$ cat src/rtl/bfee_pkg.sv
// ----------------------------------------------------------------------------
// Byte FIFO with echo expander: shared definitions
// Result kinds, opcodes, terminal character codes and the request that the
// FIFO control hands to the echo sequencer.
// ----------------------------------------------------------------------------
`default_nettype none

package bfee_pkg;

    typedef enum logic [1:0] {
        KIND_STATUS = 2'd0,
        KIND_ECHO   = 2'd1,
        KIND_EMPTY  = 2'd2
    } t_kind;

    localparam logic OP_PUSH = 1'b0;
    localparam logic OP_POP  = 1'b1;

    localparam logic [7:0] CH_CR    = 8'h0D;
    localparam logic [7:0] CH_LF    = 8'h0A;
    localparam logic [7:0] CH_SPACE = 8'h20;
    localparam logic [7:0] CH_DEL   = 8'h7F;
    localparam logic [7:0] CH_BS    = 8'h08;

    localparam int OUT_TDATA_W = 24;

    typedef struct packed {
        logic       load;
        t_kind      kind;
        logic [7:0] data;
        logic       dropped;
        logic [7:0] fill;
    } t_emit_req;

endpackage

`default_nettype wire

$ cat src/rtl/byte_fifo_with_echo_expander.sv
// Timing: a push status or an empty-pop result is valid in the cycle after the
// input transfer; the first echo result of a pop passes the byte memory read
// register and then the output register. One item at a time: the next input
// transfer is taken the cycle after the item's last result transfer, which
// is set by the read of the byte memory and the echo sequencer.
// Reset: synchronous, active low; clears pointers, count and control only.
// ----------------------------------------------------------------------------
// Byte FIFO with echo expander
// Circular receive byte FIFO in a synchronous memory, with a terminal echo
// expander on the pop side.
// ----------------------------------------------------------------------------
`default_nettype none

module byte_fifo_with_echo_expander
    import bfee_pkg::*;
#(
    parameter int DEPTH = 128
)
(
    input  wire logic                   i_clk,
    input  wire logic                   i_rst_n,
    input  wire logic                   s_axis_tvalid,
    output logic                        s_axis_tready,
    // tdata: rx_byte [7:0]
    input  wire logic [7:0]             s_axis_tdata,
    // tuser: opcode [0]
    input  wire logic [0:0]             s_axis_tuser,
    output logic                        m_axis_tvalid,
    input  wire logic                   m_axis_tready,
    // tdata: out_byte [7:0], dropped [8], fill_level [16:9], zero [23:17]
    output logic [OUT_TDATA_W-1:0]      m_axis_tdata,
    // tuser: kind [1:0]
    output logic [1:0]                  m_axis_tuser,
    output logic                        m_axis_tlast
);

    localparam int PTR_W = (DEPTH > 1) ? $clog2(DEPTH) : 1;
    localparam int CNT_W = $clog2(DEPTH + 1);

    typedef enum logic [2:0] {
        S_IDLE = 3'b001,
        S_READ = 3'b010,
        S_EMIT = 3'b100
    } t_state;

    t_state           r_state;
    t_state           n_state;
    logic [PTR_W-1:0] r_wp;
    logic [PTR_W-1:0] r_rp;
    logic [CNT_W-1:0] r_count;
    logic [PTR_W-1:0] n_wp;
    logic [PTR_W-1:0] n_rp;
    logic [CNT_W-1:0] n_count;
    logic [7:0]       r_rd_data;
    logic [7:0]       mem [DEPTH];

    logic      accept;
    logic      is_push;
    logic      full;
    logic      empty;
    logic      wr_en;
    logic      rd_go;
    logic      emit_done;
    t_emit_req req;

    assign s_axis_tready = (r_state == S_IDLE);
    assign accept        = s_axis_tvalid && s_axis_tready;
    assign is_push       = (s_axis_tuser[0] == OP_PUSH);
    assign full          = (r_count == CNT_W'(DEPTH));
    assign empty         = (r_count == '0);
    assign wr_en         = accept && is_push && !full;
    assign rd_go         = accept && !is_push && !empty;

    always_comb begin
        n_wp    = r_wp;
        n_rp    = r_rp;
        n_count = r_count;
        if (wr_en) begin
            n_wp    = (r_wp == PTR_W'(DEPTH - 1)) ? '0 : r_wp + PTR_W'(1);
            n_count = r_count + CNT_W'(1);
        end
        if (rd_go) begin
            n_rp    = (r_rp == PTR_W'(DEPTH - 1)) ? '0 : r_rp + PTR_W'(1);
            n_count = r_count - CNT_W'(1);
        end
    end

    always_comb begin
        req = '0;
        case (r_state)
            S_IDLE: begin
                if (accept && is_push) begin
                    req.load    = 1'b1;
                    req.kind    = KIND_STATUS;
                    req.dropped = full;
                    req.fill    = 8'(n_count);
                end else if (accept && empty) begin
                    req.load = 1'b1;
                    req.kind = KIND_EMPTY;
                end
            end
            S_READ: begin
                req.load = 1'b1;
                req.kind = KIND_ECHO;
                req.data = r_rd_data;
                req.fill = 8'(r_count);
            end
            default: begin
                req = '0;
            end
        endcase
    end

    always_comb begin
        n_state = r_state;
        case (r_state)
            S_IDLE: begin
                if (accept) begin
                    n_state = rd_go ? S_READ : S_EMIT;
                end
            end
            S_READ: begin
                n_state = S_EMIT;
            end
            S_EMIT: begin
                if (emit_done) begin
                    n_state = S_IDLE;
                end
            end
            default: begin
                n_state = S_IDLE;
            end
        endcase
    end

    always_ff @(posedge i_clk) begin
        if (!i_rst_n) begin
            r_state <= S_IDLE;
            r_wp    <= '0;
            r_rp    <= '0;
            r_count <= '0;
        end else begin
            r_state <= n_state;
            r_wp    <= n_wp;
            r_rp    <= n_rp;
            r_count <= n_count;
        end
    end

    always_ff @(posedge i_clk) begin
        if (wr_en) begin
            mem[r_wp] <= s_axis_tdata;
        end
        r_rd_data <= mem[r_rp];
    end

    bfee_emit u_emit (
        .i_clk         (i_clk),
        .i_rst_n       (i_rst_n),
        .i_req         (req),
        .o_done        (emit_done),
        .m_axis_tvalid (m_axis_tvalid),
        .m_axis_tready (m_axis_tready),
        .m_axis_tdata  (m_axis_tdata),
        .m_axis_tuser  (m_axis_tuser),
        .m_axis_tlast  (m_axis_tlast)
    );

endmodule

`default_nettype wire

$ cat src/rtl/bfee_emit.sv
// ----------------------------------------------------------------------------
// Echo sequencer
// Holds one result group in an output register and steps through the echo
// expansion of a popped byte, one result per output transfer.
// ----------------------------------------------------------------------------
`default_nettype none

module bfee_emit
    import bfee_pkg::*;
(
    input  wire logic                   i_clk,
    input  wire logic                   i_rst_n,
    input  wire t_emit_req              i_req,
    output logic                        o_done,
    output logic                        m_axis_tvalid,
    input  wire logic                   m_axis_tready,
    // tdata: out_byte [7:0], dropped [8], fill_level [16:9], zero [23:17]
    output logic [OUT_TDATA_W-1:0]      m_axis_tdata,
    // tuser: kind [1:0]
    output logic [1:0]                  m_axis_tuser,
    output logic                        m_axis_tlast
);

    logic       r_valid;
    logic [1:0] r_step;
    logic [1:0] r_last_idx;
    t_kind      r_kind;
    logic [7:0] r_char;
    logic       r_dropped;
    logic [7:0] r_fill;

    logic       n_valid;
    logic [1:0] n_step;
    logic [1:0] last_idx;
    logic       last_step;
    logic [7:0] out_byte;
    logic       xfer;

    always_comb begin
        last_idx = 2'd0;
        if (i_req.kind == KIND_ECHO) begin
            if (i_req.data == CH_CR) begin
                last_idx = 2'd1;
            end else if (i_req.data == CH_DEL || i_req.data == CH_BS) begin
                last_idx = 2'd2;
            end
        end
    end

    assign last_step = (r_step == r_last_idx);
    assign xfer      = r_valid && m_axis_tready;
    assign o_done    = xfer && last_step;

    always_comb begin
        case (r_step)
            2'd0:    out_byte = r_char;
            2'd1:    out_byte = (r_char == CH_CR) ? CH_LF : CH_SPACE;
            default: out_byte = r_char;
        endcase
        if (r_kind != KIND_ECHO) begin
            out_byte = 8'd0;
        end
    end

    always_comb begin
        n_valid = r_valid;
        n_step  = r_step;
        if (i_req.load) begin
            n_valid = 1'b1;
            n_step  = 2'd0;
        end else if (xfer) begin
            if (last_step) begin
                n_valid = 1'b0;
            end else begin
                n_step = r_step + 2'd1;
            end
        end
    end

    always_ff @(posedge i_clk) begin
        if (!i_rst_n) begin
            r_valid <= 1'b0;
            r_step  <= 2'd0;
        end else begin
            r_valid <= n_valid;
            r_step  <= n_step;
        end
    end

    always_ff @(posedge i_clk) begin
        if (i_req.load) begin
            r_kind     <= i_req.kind;
            r_char     <= i_req.data;
            r_dropped  <= i_req.dropped;
            r_fill     <= i_req.fill;
            r_last_idx <= last_idx;
        end
    end

    assign m_axis_tvalid = r_valid;
    assign m_axis_tdata  = {7'd0, r_fill, r_dropped, out_byte};
    assign m_axis_tuser  = r_kind;
    assign m_axis_tlast  = last_step;

endmodule

`default_nettype wire

$ cat config.mk
export PLATFORM = sky130hd
export DESIGN_NAME = byte_fifo_with_echo_expander
export DESIGN_NICKNAME = d
export VERILOG_FILES = /design/src/rtl/bfee_pkg.sv /design/src/rtl/byte_fifo_with_echo_expander.sv /design/src/rtl/bfee_emit.sv
export SDC_FILE = /design/constraint.sdc
export NUM_CORES = 1
export LEC_CHECK = 0
export BUFFER_PORTS_ARGS = -buffer_cell sky130_fd_sc_hd__buf_2
export CAP_MARGIN = 20
export CORE_UTILIZATION = 30
export DETAILED_ROUTE_END_ITERATION = 10
export GPL_TIMING_DRIVEN = 0
export HOLD_SLACK_MARGIN = 0.1
export PLACE_DENSITY_LB_ADDON = 0.1
export SETUP_SLACK_MARGIN = 0.2
export SLEW_MARGIN = 40
export SYNTH_ARGS = -nofsm -noshare
export SYNTH_HDL_FRONTEND = slang
export SYNTH_SLANG_ARGS = --single-unit
$ cat constraint.sdc
create_clock -name i_clk -period 3.3 [get_ports i_clk]
set_clock_uncertainty 0.2 [all_clocks]
set_input_delay 0 -clock i_clk [delete_from_list [all_inputs] [get_ports i_clk]]
set_output_delay 0 -clock i_clk [all_outputs]
set_load 0.01 [all_outputs]
==> impl_summary.txt, run 1 <==
----------------------------------------------------
[STA]
  Worst slew margin ... 0.408
  Final count of pins violating max slew ... 0
  Final Hold Viols ... 0
  Post-layout worst setup margin ... approximately 140 ps
  Setup violators final ... 0
  Hold_ws ... roughly 130 ps
  Highest attainable clock frequency ... 316 MHz
  Final worst path period share ... 0.958
  RSZ-0062 raised after global routing ... yes
  Worst Max-Slew Pin Slew ... ~900 ps
  Clock period minus worst slack ... 3160 ps

[Synthesis]
  Post-synthesis instance area ... about 42000 sq um
  Number of enable flip-flop cells after synthesis ... about 1000
  Count of different cell masters after synthesis ... 67
  Post-synthesis sequential area ratio ... 0.757
  Most frequent cells after synthesis ... edfxtp_1, mux4_2, nor2_1
  Post-synth top area cell ... edfxtp_1
  Number of storage elements in the synthesis netlist ... ~1100
  Average size of a mapped cell ... between 15 and 20 sq um
  Synth area leaders ... edfxtp_1, mux4_2, mux2i_1
  Primary FF master, synth ... edfxtp_1
  Ys async rst share ... 0
  Post-synth top area share ... 0.740
  Yosys synthesis warning count ... 0
  Cell count after synthesis ... between 2000 and 2500
  Most repeated cell in the gate-level netlist after synthesis ... edfxtp_1

[Clocking]
  Clock buffers created by TritonCTS ... between 100 and 150
  Clock slew seen by the registers of the worst setup and hold paths ... ~60 ps
  Later-pin clock latency in the skew report ... ~700 ps
  CTS H-tree lvls ... 3
  Clock root buffer master ... clkbuf_16
  Clock sink count ... ~1100
  CTS tree ... built
  Max Buffers Root-to-Sink ... 3

[Routing]
  Sum of routed wire segments on met1 ... 63.0 mm
  Routed length on met3 ... between 7 and 8 mm
  Initial DRC Count ... 2181
  Top routing layer used ... met4
  Routed wire per std cell ... ~31 um
  Number of nets still failing antenna checks after routing ... 0
  DRC viols ... 0
  Final routed wirelength across all metal layers ... 139 mm
  DR vias/cell ... 5.12
  Routed vias ... 22719
  Sum of met2 wire segment lengths after detailed routing ... roughly 66 mm
  1st-pass router iterations ... 5

[Global routing]
  All-layer global routing usage ... 0.196
  Sum of overflow across all layers after global routing ... 0
  Via count of the first global-routing pass ... 23202
  Antenna violations before repair ... 1
  Maximum number of pins on one net before global-route repair ... 89
  Wire length of the first global-routing pass ... ~190 mm

[Worst setup path]
  CP Launch Type ... register
  Worst Reg2Reg Path Length in Cells ... 8
  Launch point of the worst reg-to-reg path ... r_rp[2]$_SDFFE_PN0N_
  Critical path endpoint ... r_rd_data[2]$_DFF_P_
  Critical path startpoint ... r_rp[2]$_SDFFE_PN0N_
  Data arrival, critical path ... 3530 ps
  Largest fanout of any net on the critical path ... 10
  Endpoint of the worst-slack reg-to-reg timing path ... r_rd_data[2]$_DFF_P_
  Critical Path Sink Type ... register
  Crit Path Category ... register to register
  Worst path required time ... approximately 3700 ps
  FF-to-FF setup slack ... ~140 ps

[Run]
  Number of max-cap violations ... 0

[Min path]
  Class of the most critical hold timing path ... input pin to register

[Cells and area]
  Count of fill cells added during filler insertion ... about 13000
  Final core utilization ... 0.379
  Net count, final ... roughly 2500
  Synthesis-to-finish area growth ... 25.1%
  Layout cell share with drive strength beyond 1 ... 0.337

[Pwr]
  Total leakage power ... approximately 16 nW
  Maximum vdd ir drop ... 0.382 mV
  Post-layout total power ... between 30 and 40 mW
  Cell Pwr Density ... ~600 nW/um^2

[Placement]
  IO buf count ... 33
  RePlAce Congestion ... approximately 0.85
  HPWL reported at the end of detailed placement ... between 90 and 100 mm
  Setup WS pre-CTS ... -1310 ps

[Die]
  X dimension of the die ... 378 um
  Placeable core area ... 140000 sq um
  Std cell rows ... 137
  Initial Utilization ... 0.303
  Number of I/O pins ... 42
  Chip Height ... approximately 380 um
  Area of the die ... 143000 sq um

[Status]
  Result of the run ... finished clean

----------------------------------------------------
-- how the worst min path moves through the flow --
stage,startpoint,end,slack [ps],depth (start not counted)
CTS,s_axis_tdata[1],mem[116][1]$_DFFE_PP_,110,3
global placement,i_rst_n,u_emit.m_axis_tvalid$_SDFFE_PN0P_,140,2
finish,s_axis_tdata[1],mem[116][1]$_DFFE_PP_,130,3
detailed placement,i_rst_n,u_emit.m_axis_tvalid$_SDFFE_PN0P_,140,2
floorplan,s_axis_tdata[0],mem[0][0]$_DFFE_PP_,-100,0
global route,s_axis_tdata[1],mem[116][1]$_DFFE_PP_,140,3
-- kinds of logic after synthesis --
logic type	count (synthesis)	share of synthesized area
AOI/OAI and AO/OA	243	0.0422
xor gates and xnor gates	20	0.00413
adders and majority gates	6	0.00177
buffers and inverters	134	0.0181
DFF	1081	0.757
muxes	348	0.140
other	1	0.0000884
and+or+nand+nor	341	0.0369
-- where the power goes --
group | leakage [nW] | total, mW | switching (mW) | internal [mW]
clock | 1.89 | 13.1 | 5.43 | 7.71
sequential | 9.70 | 15.3 | 0.115 | 15.2
combinational | 4.40 | 3.68 | 2.19 | 1.49
total | 16.0 | 32.2 | 7.74 | 24.4
-- final cells by class --
type                    instances  area, sq um  share of cell area
diodes                          1         2.50           0.0000472
plain buffers                 125         1320              0.0249
clock buffers                 135         3040              0.0573
clock inverters                81          759              0.0143
inverters                       9         37.5            0.000708
multi-input cells             965        11200               0.211
flip-flops and latches       1081        32100               0.605
well taps                    1876         2350              0.0443
repair buffers                167         2250              0.0424
-- cells in the final DEF, fill, tap and decap left out, types with 8 or more instances in the layout --
| cell type | count |
|---|---|
| mux2i_1 | 145 |
| o22ai_1 | 14 |
| a31oi_1 | 9 |
| a22oi_2 | 9 |
| nand3_1 | 10 |
| clkbuf_16 | 122 |
| buf_12 | 62 |
| bufinv_16 | 15 |
| buf_2 | 34 |
| mux4_2 | 194 |
| buf_4 | 62 |
| clkinv_1 | 31 |
| o221ai_1 | 11 |
| nor2b_1 | 14 |
| buf_6 | 31 |
| buf_8 | 23 |
| buf_16 | 18 |
| clkinv_2 | 33 |
| a22oi_1 | 29 |
| dfxtp_1 | 32 |
| and2_1 | 20 |
| edfxtp_1 | 1045 |
| clkbuf_2 | 10 |
| nand2_1 | 51 |
| a211oi_2 | 11 |
| nor2_2 | 30 |
| nand4_1 | 8 |
| a22o_1 | 26 |
| nor2_4 | 101 |
| xor2_1 | 14 |
| nor2_1 | 44 |
| nor3_1 | 8 |
| o21ai_0 | 16 |
| clkbuf_1 | 30 |
| a2111oi_4 | 9 |
| dlygate4sd3_1 | 22 |
| a21oi_1 | 34 |
-- sequential cells by signal, indices dropped and copies added, names as in the netlist --
register,flops
r_count,8
u_emit.m_axis_tvalid,1
u_emit.r_step,2
r_wp,7
r_state,3
mem,1024
u_emit.m_axis_tuser,2
u_emit.r_fill,8
r_rd_data,8
u_emit.r_last_idx,2
u_emit.r_char,8
u_emit.r_dropped,1
r_rp,7
-- what timing repair did --
item	CTS	global route
hold buffers	30	0
gates resized for setup	309	92
endpoints found under the hold margin	1079	0
pin swaps	57	15
setup endpoints to repair	1038	1018
setup buffers	70	17
-- per-stage QoR --
stage	cell area [sq um]	cells	setup TNS [ps]
after floorplan	42400	2180	0
after global placement	44900	4089	-1490730
after detailed placement	45800	4104	-936230
after CTS	52400	4420	0
after global routing	53000	4439	0
final	53000	4440	0
-- worst max-delay path: stages, from the launching register on --
cell,delay (ps)
dfxtp_1,300
buf_2,270
buf_4,340
buf_2,340
buf_16,200
mux4_2,310
a22oi_2,390
a211oi_2,200
o32a_1,410
-- metal layers --
| metal | track usage | vias to the layer above |
|---|---|---|
| met5 | 0 | - |
| met4 | 0.0515 | 0 |
| met3 | 0.0297 | 160 |
| met2 | 0.317 | 680 |
| met1 | 0.276 | 12333 |
| li1 | - | 9546 |
Note: power is estimated with default switching activity, not from simulation.
==> run 2: changes to the inputs <==
--- a/config.mk
+++ b/config.mk
@@ -11,6 +11,7 @@
 export DETAILED_ROUTE_END_ITERATION = 10
 export GPL_TIMING_DRIVEN = 0
 export HOLD_SLACK_MARGIN = 0.1
+export MAX_ROUTING_LAYER = met4
 export PLACE_DENSITY_LB_ADDON = 0.1
 export SETUP_SLACK_MARGIN = 0.2
 export SLEW_MARGIN = 40
==> impl_summary.txt, run 2 (synthesized netlist as in run 1, its figures left out) <==
----------------------------------------------------
[Clocking]
  Clock slew seen by the registers of the worst setup and hold paths ... 60 ps (about the same)
  Clock sink count ... 1081 (unchanged)
  CTS H-tree lvls ... 3 (unchanged)
  Max Buffers Root-to-Sink ... 3 (unchanged)
  Later-pin clock latency in the skew report ... 730 ps (about the same)
  Clock buffers created by TritonCTS ... 117 (unchanged)
  CTS tree ... built
  Clock root buffer master ... clkbuf_16

[Routing]
  1st-pass router iterations ... 7 (+2)
  DR vias/cell ... 5.13 (+0.24%)
  DRC viols ... 0 (unchanged)
  Routed wire per std cell ... 31.4 um (+0.36%)
  Routed vias ... 22718 (-0.0044%)
  Initial DRC Count ... 2027 (-7.1%)
  Number of nets still failing antenna checks after routing ... 0 (unchanged)
  Final routed wirelength across all metal layers ... 139 mm (+0.11%)

[Die]
  Std cell rows ... 137 (unchanged)
  Placeable core area ... 140000 sq um (unchanged)
  Initial Utilization ... 0.303 (unchanged)
  X dimension of the die ... 378 um (unchanged)
  Number of I/O pins ... 42 (unchanged)
  Chip Height ... 378 um (unchanged)
  Area of the die ... 143000 sq um (unchanged)

[Status]
  Result of the run ... finished clean

[Placement]
  HPWL reported at the end of detailed placement ... 91.5 mm (unchanged)
  Setup WS pre-CTS ... -1310 ps (unchanged)
  Count of placed standard cells including taps ... 4104 (unchanged)
  IO buf count ... 33 (unchanged)
  Placed cell areas ... 45800 sq um (unchanged)
  RePlAce Congestion ... 0.859 (+1.7%)

[Cells and area]
  Final core utilization ... 0.378 (-0.000912)
  Layout cell share with drive strength beyond 1 ... 0.334 (-0.00325)
  Post-route cell area ... 52900 sq um (-0.24%)
  Synthesis-to-finish area growth ... 24.8%
  Register with the most flip-flops ... mem
  Net count, final ... 2474 (-0.44%)
  Max FFs per register ... 1024 (unchanged)
  Most used cells in the layout excluding fill and tap cells ... edfxtp_1, mux4_2, mux2i_1
  Non-filler instance count after layout ... 4429 (-0.25%)
  Count of fill cells added during filler insertion ... 12863 (+0.14%)
  Most common library cell in the layout ignoring fill and taps ... edfxtp_1

[Pwr]
  Total leakage power ... 15.9 nW (-0.46%)
  Post-layout total power ... 32.1 mW (-0.13%)
  Cell Pwr Density ... 607 nW/um^2 (+0.12%)
  Maximum vdd ir drop ... 0.376 mV (-1.7%)

[STA]
  Worst slew margin ... 0.415 (+0.00731)
  Final count of pins violating max slew ... 0 (unchanged)
  Clock period minus worst slack ... 3150 ps (-9.26 ps)
  Post-route setup TNS ... 0 ps (unchanged)
  RSZ-0062 raised after global routing ... yes
  Highest attainable clock frequency ... 317 MHz (+0.29%)
  Setup violators final ... 0 (unchanged)
  Final worst path period share ... 0.955 (-0.00281)
  Final Hold Viols ... 0 (unchanged)
  Worst Max-Slew Pin Slew ... 877 ps (-11.0 ps)
  Hold_ws ... 128 ps (+0.510 ps)
  Post-layout worst setup margin ... 147 ps (+9.26 ps)

[Min path]
  Class of the most critical hold timing path ... input pin to register
  Number of stages on the worst hold path ... 3 (unchanged)
  Worst Min Path Start ... s_axis_tdata[1]
  End point of the most critical hold path ... mem[116][1]$_DFFE_PP_

[Worst setup path]
  Worst Reg2Reg Path Length in Cells ... 8 (unchanged)
  FF-to-FF setup slack ... 150 ps (about the same)
  Largest stage delay on the critical path ... 400 ps (about the same)
  Largest fanout of any net on the critical path ... 10 (unchanged)
  Most used cell, CP ... buf_2
  Critical Path, Cell by Cell ... buf_2, buf_4, buf_2, buf_16, mux4_2, a22oi_2, a211oi_2, o32a_1
  Data arrival, critical path ... 3520 ps (about the same)
  CP Launch Type ... register
  Worst path required time ... 3670 ps (about the same)
  Critical Path Sink Type ... register
  Launch point of the worst reg-to-reg path ... r_rp[2]$_SDFFE_PN0N_
  Crit Path Category ... register to register
  Cell with the biggest individual delay on the critical path ... a22oi_2
  Endpoint of the worst-slack reg-to-reg timing path ... r_rd_data[2]$_DFF_P_

[Global routing]
  Via count of the first global-routing pass ... 23144 (-0.25%)
  Antenna violations before repair ... 2 (+1)
  Maximum number of pins on one net before global-route repair ... 89 (unchanged)
  Sum of overflow across all layers after global routing ... 0 (unchanged)
  Wire length of the first global-routing pass ... 192 mm (about the same)
  All-layer global routing usage ... 0.202 (+0.00594)

[Run]
  Number of max-cap violations ... 0 (unchanged)

----------------------------------------------------
[run 2: changes by cell type in the layout (fill, tap and decap cells not counted), moves of 2 or more]
| cell | delta |
|---|---|
| buf_4 | -8 |
| buf_8 | -5 |
| buf_6 | +2 |
| clkbuf_1 | +2 |
[run 2: worst max path at each step]
stage | from | end | slack [ps] | depth (start not counted)
after floorplan | r_count[0]$_SDFF_PN0_ | u_emit.m_axis_tuser[0]$_DFFE_PP_ | 400 | 6
after global placement | r_count[0]$_SDFF_PN0_ | mem[79][7]$_DFFE_PP_ | -2380 | 8
after detailed placement | r_count[0]$_SDFF_PN0_ | mem[47][4]$_DFFE_PP_ | -1310 | 8
after CTS | r_rp[2]$_SDFFE_PN0N_ | r_rd_data[2]$_DFF_P_ | 40 | 8
after global routing | r_wp[4]$_SDFFE_PN0P_ | mem[16][4]$_DFFE_PP_ | 150 | 4
final | r_rp[2]$_SDFFE_PN0N_ | r_rd_data[2]$_DFF_P_ | 150 | 8
[run 2: cell type report]
class	instances	area [sq um]	area share
antenna	1	2.50	0.0000473
buffer	125	1320	0.0249
clock buffer	135	3040	0.0574
clock inverter	81	759	0.0144
inverter	9	37.5	0.000709
multi-input combinational	965	11200	0.211
sequential	1081	32100	0.607
tap	1876	2350	0.0444
timing repair buffer	156	2130	0.0402
[run 2: timing repair]
action / 4_1_cts / 5_1_grt
pin swaps: 57 / 18
hold buffers: 30 / 0
endpoints found under the setup margin: 1038 / 1021
resized for setup: 309 / 85
hold endpoints to repair: 1079 / 0
buffers inserted: 70 / 6
[run 2: metal layers]
layer  vias to the layer above  routed length (um)  GRT usage
li1                       9507                   -          -
met1                     12385               63300      0.277
met2                       673               66300      0.317
met3                       153                6650     0.0278
met4                         0                2910     0.0502
met5                         -                   0          -
[run 2: power by group]
part / switching (mW) / internal (mW) / total (mW)
registers: 0.115 / 15.2 / 15.3
logic: 2.19 / 1.46 / 3.65
clock network: 5.42 / 7.71 / 13.1
total: 7.73 / 24.4 / 32.1
[run 2: critical path: cells and delay by family, from the launching register on]
| kind | cells | cell delay, ps |
|---|---|---|
| AOI/OAI and AO/OA | 3 | 1010 |
| buffers and inverters | 4 | 1130 |
| muxes | 1 | 320 |
| DFF | 1 | 300 |
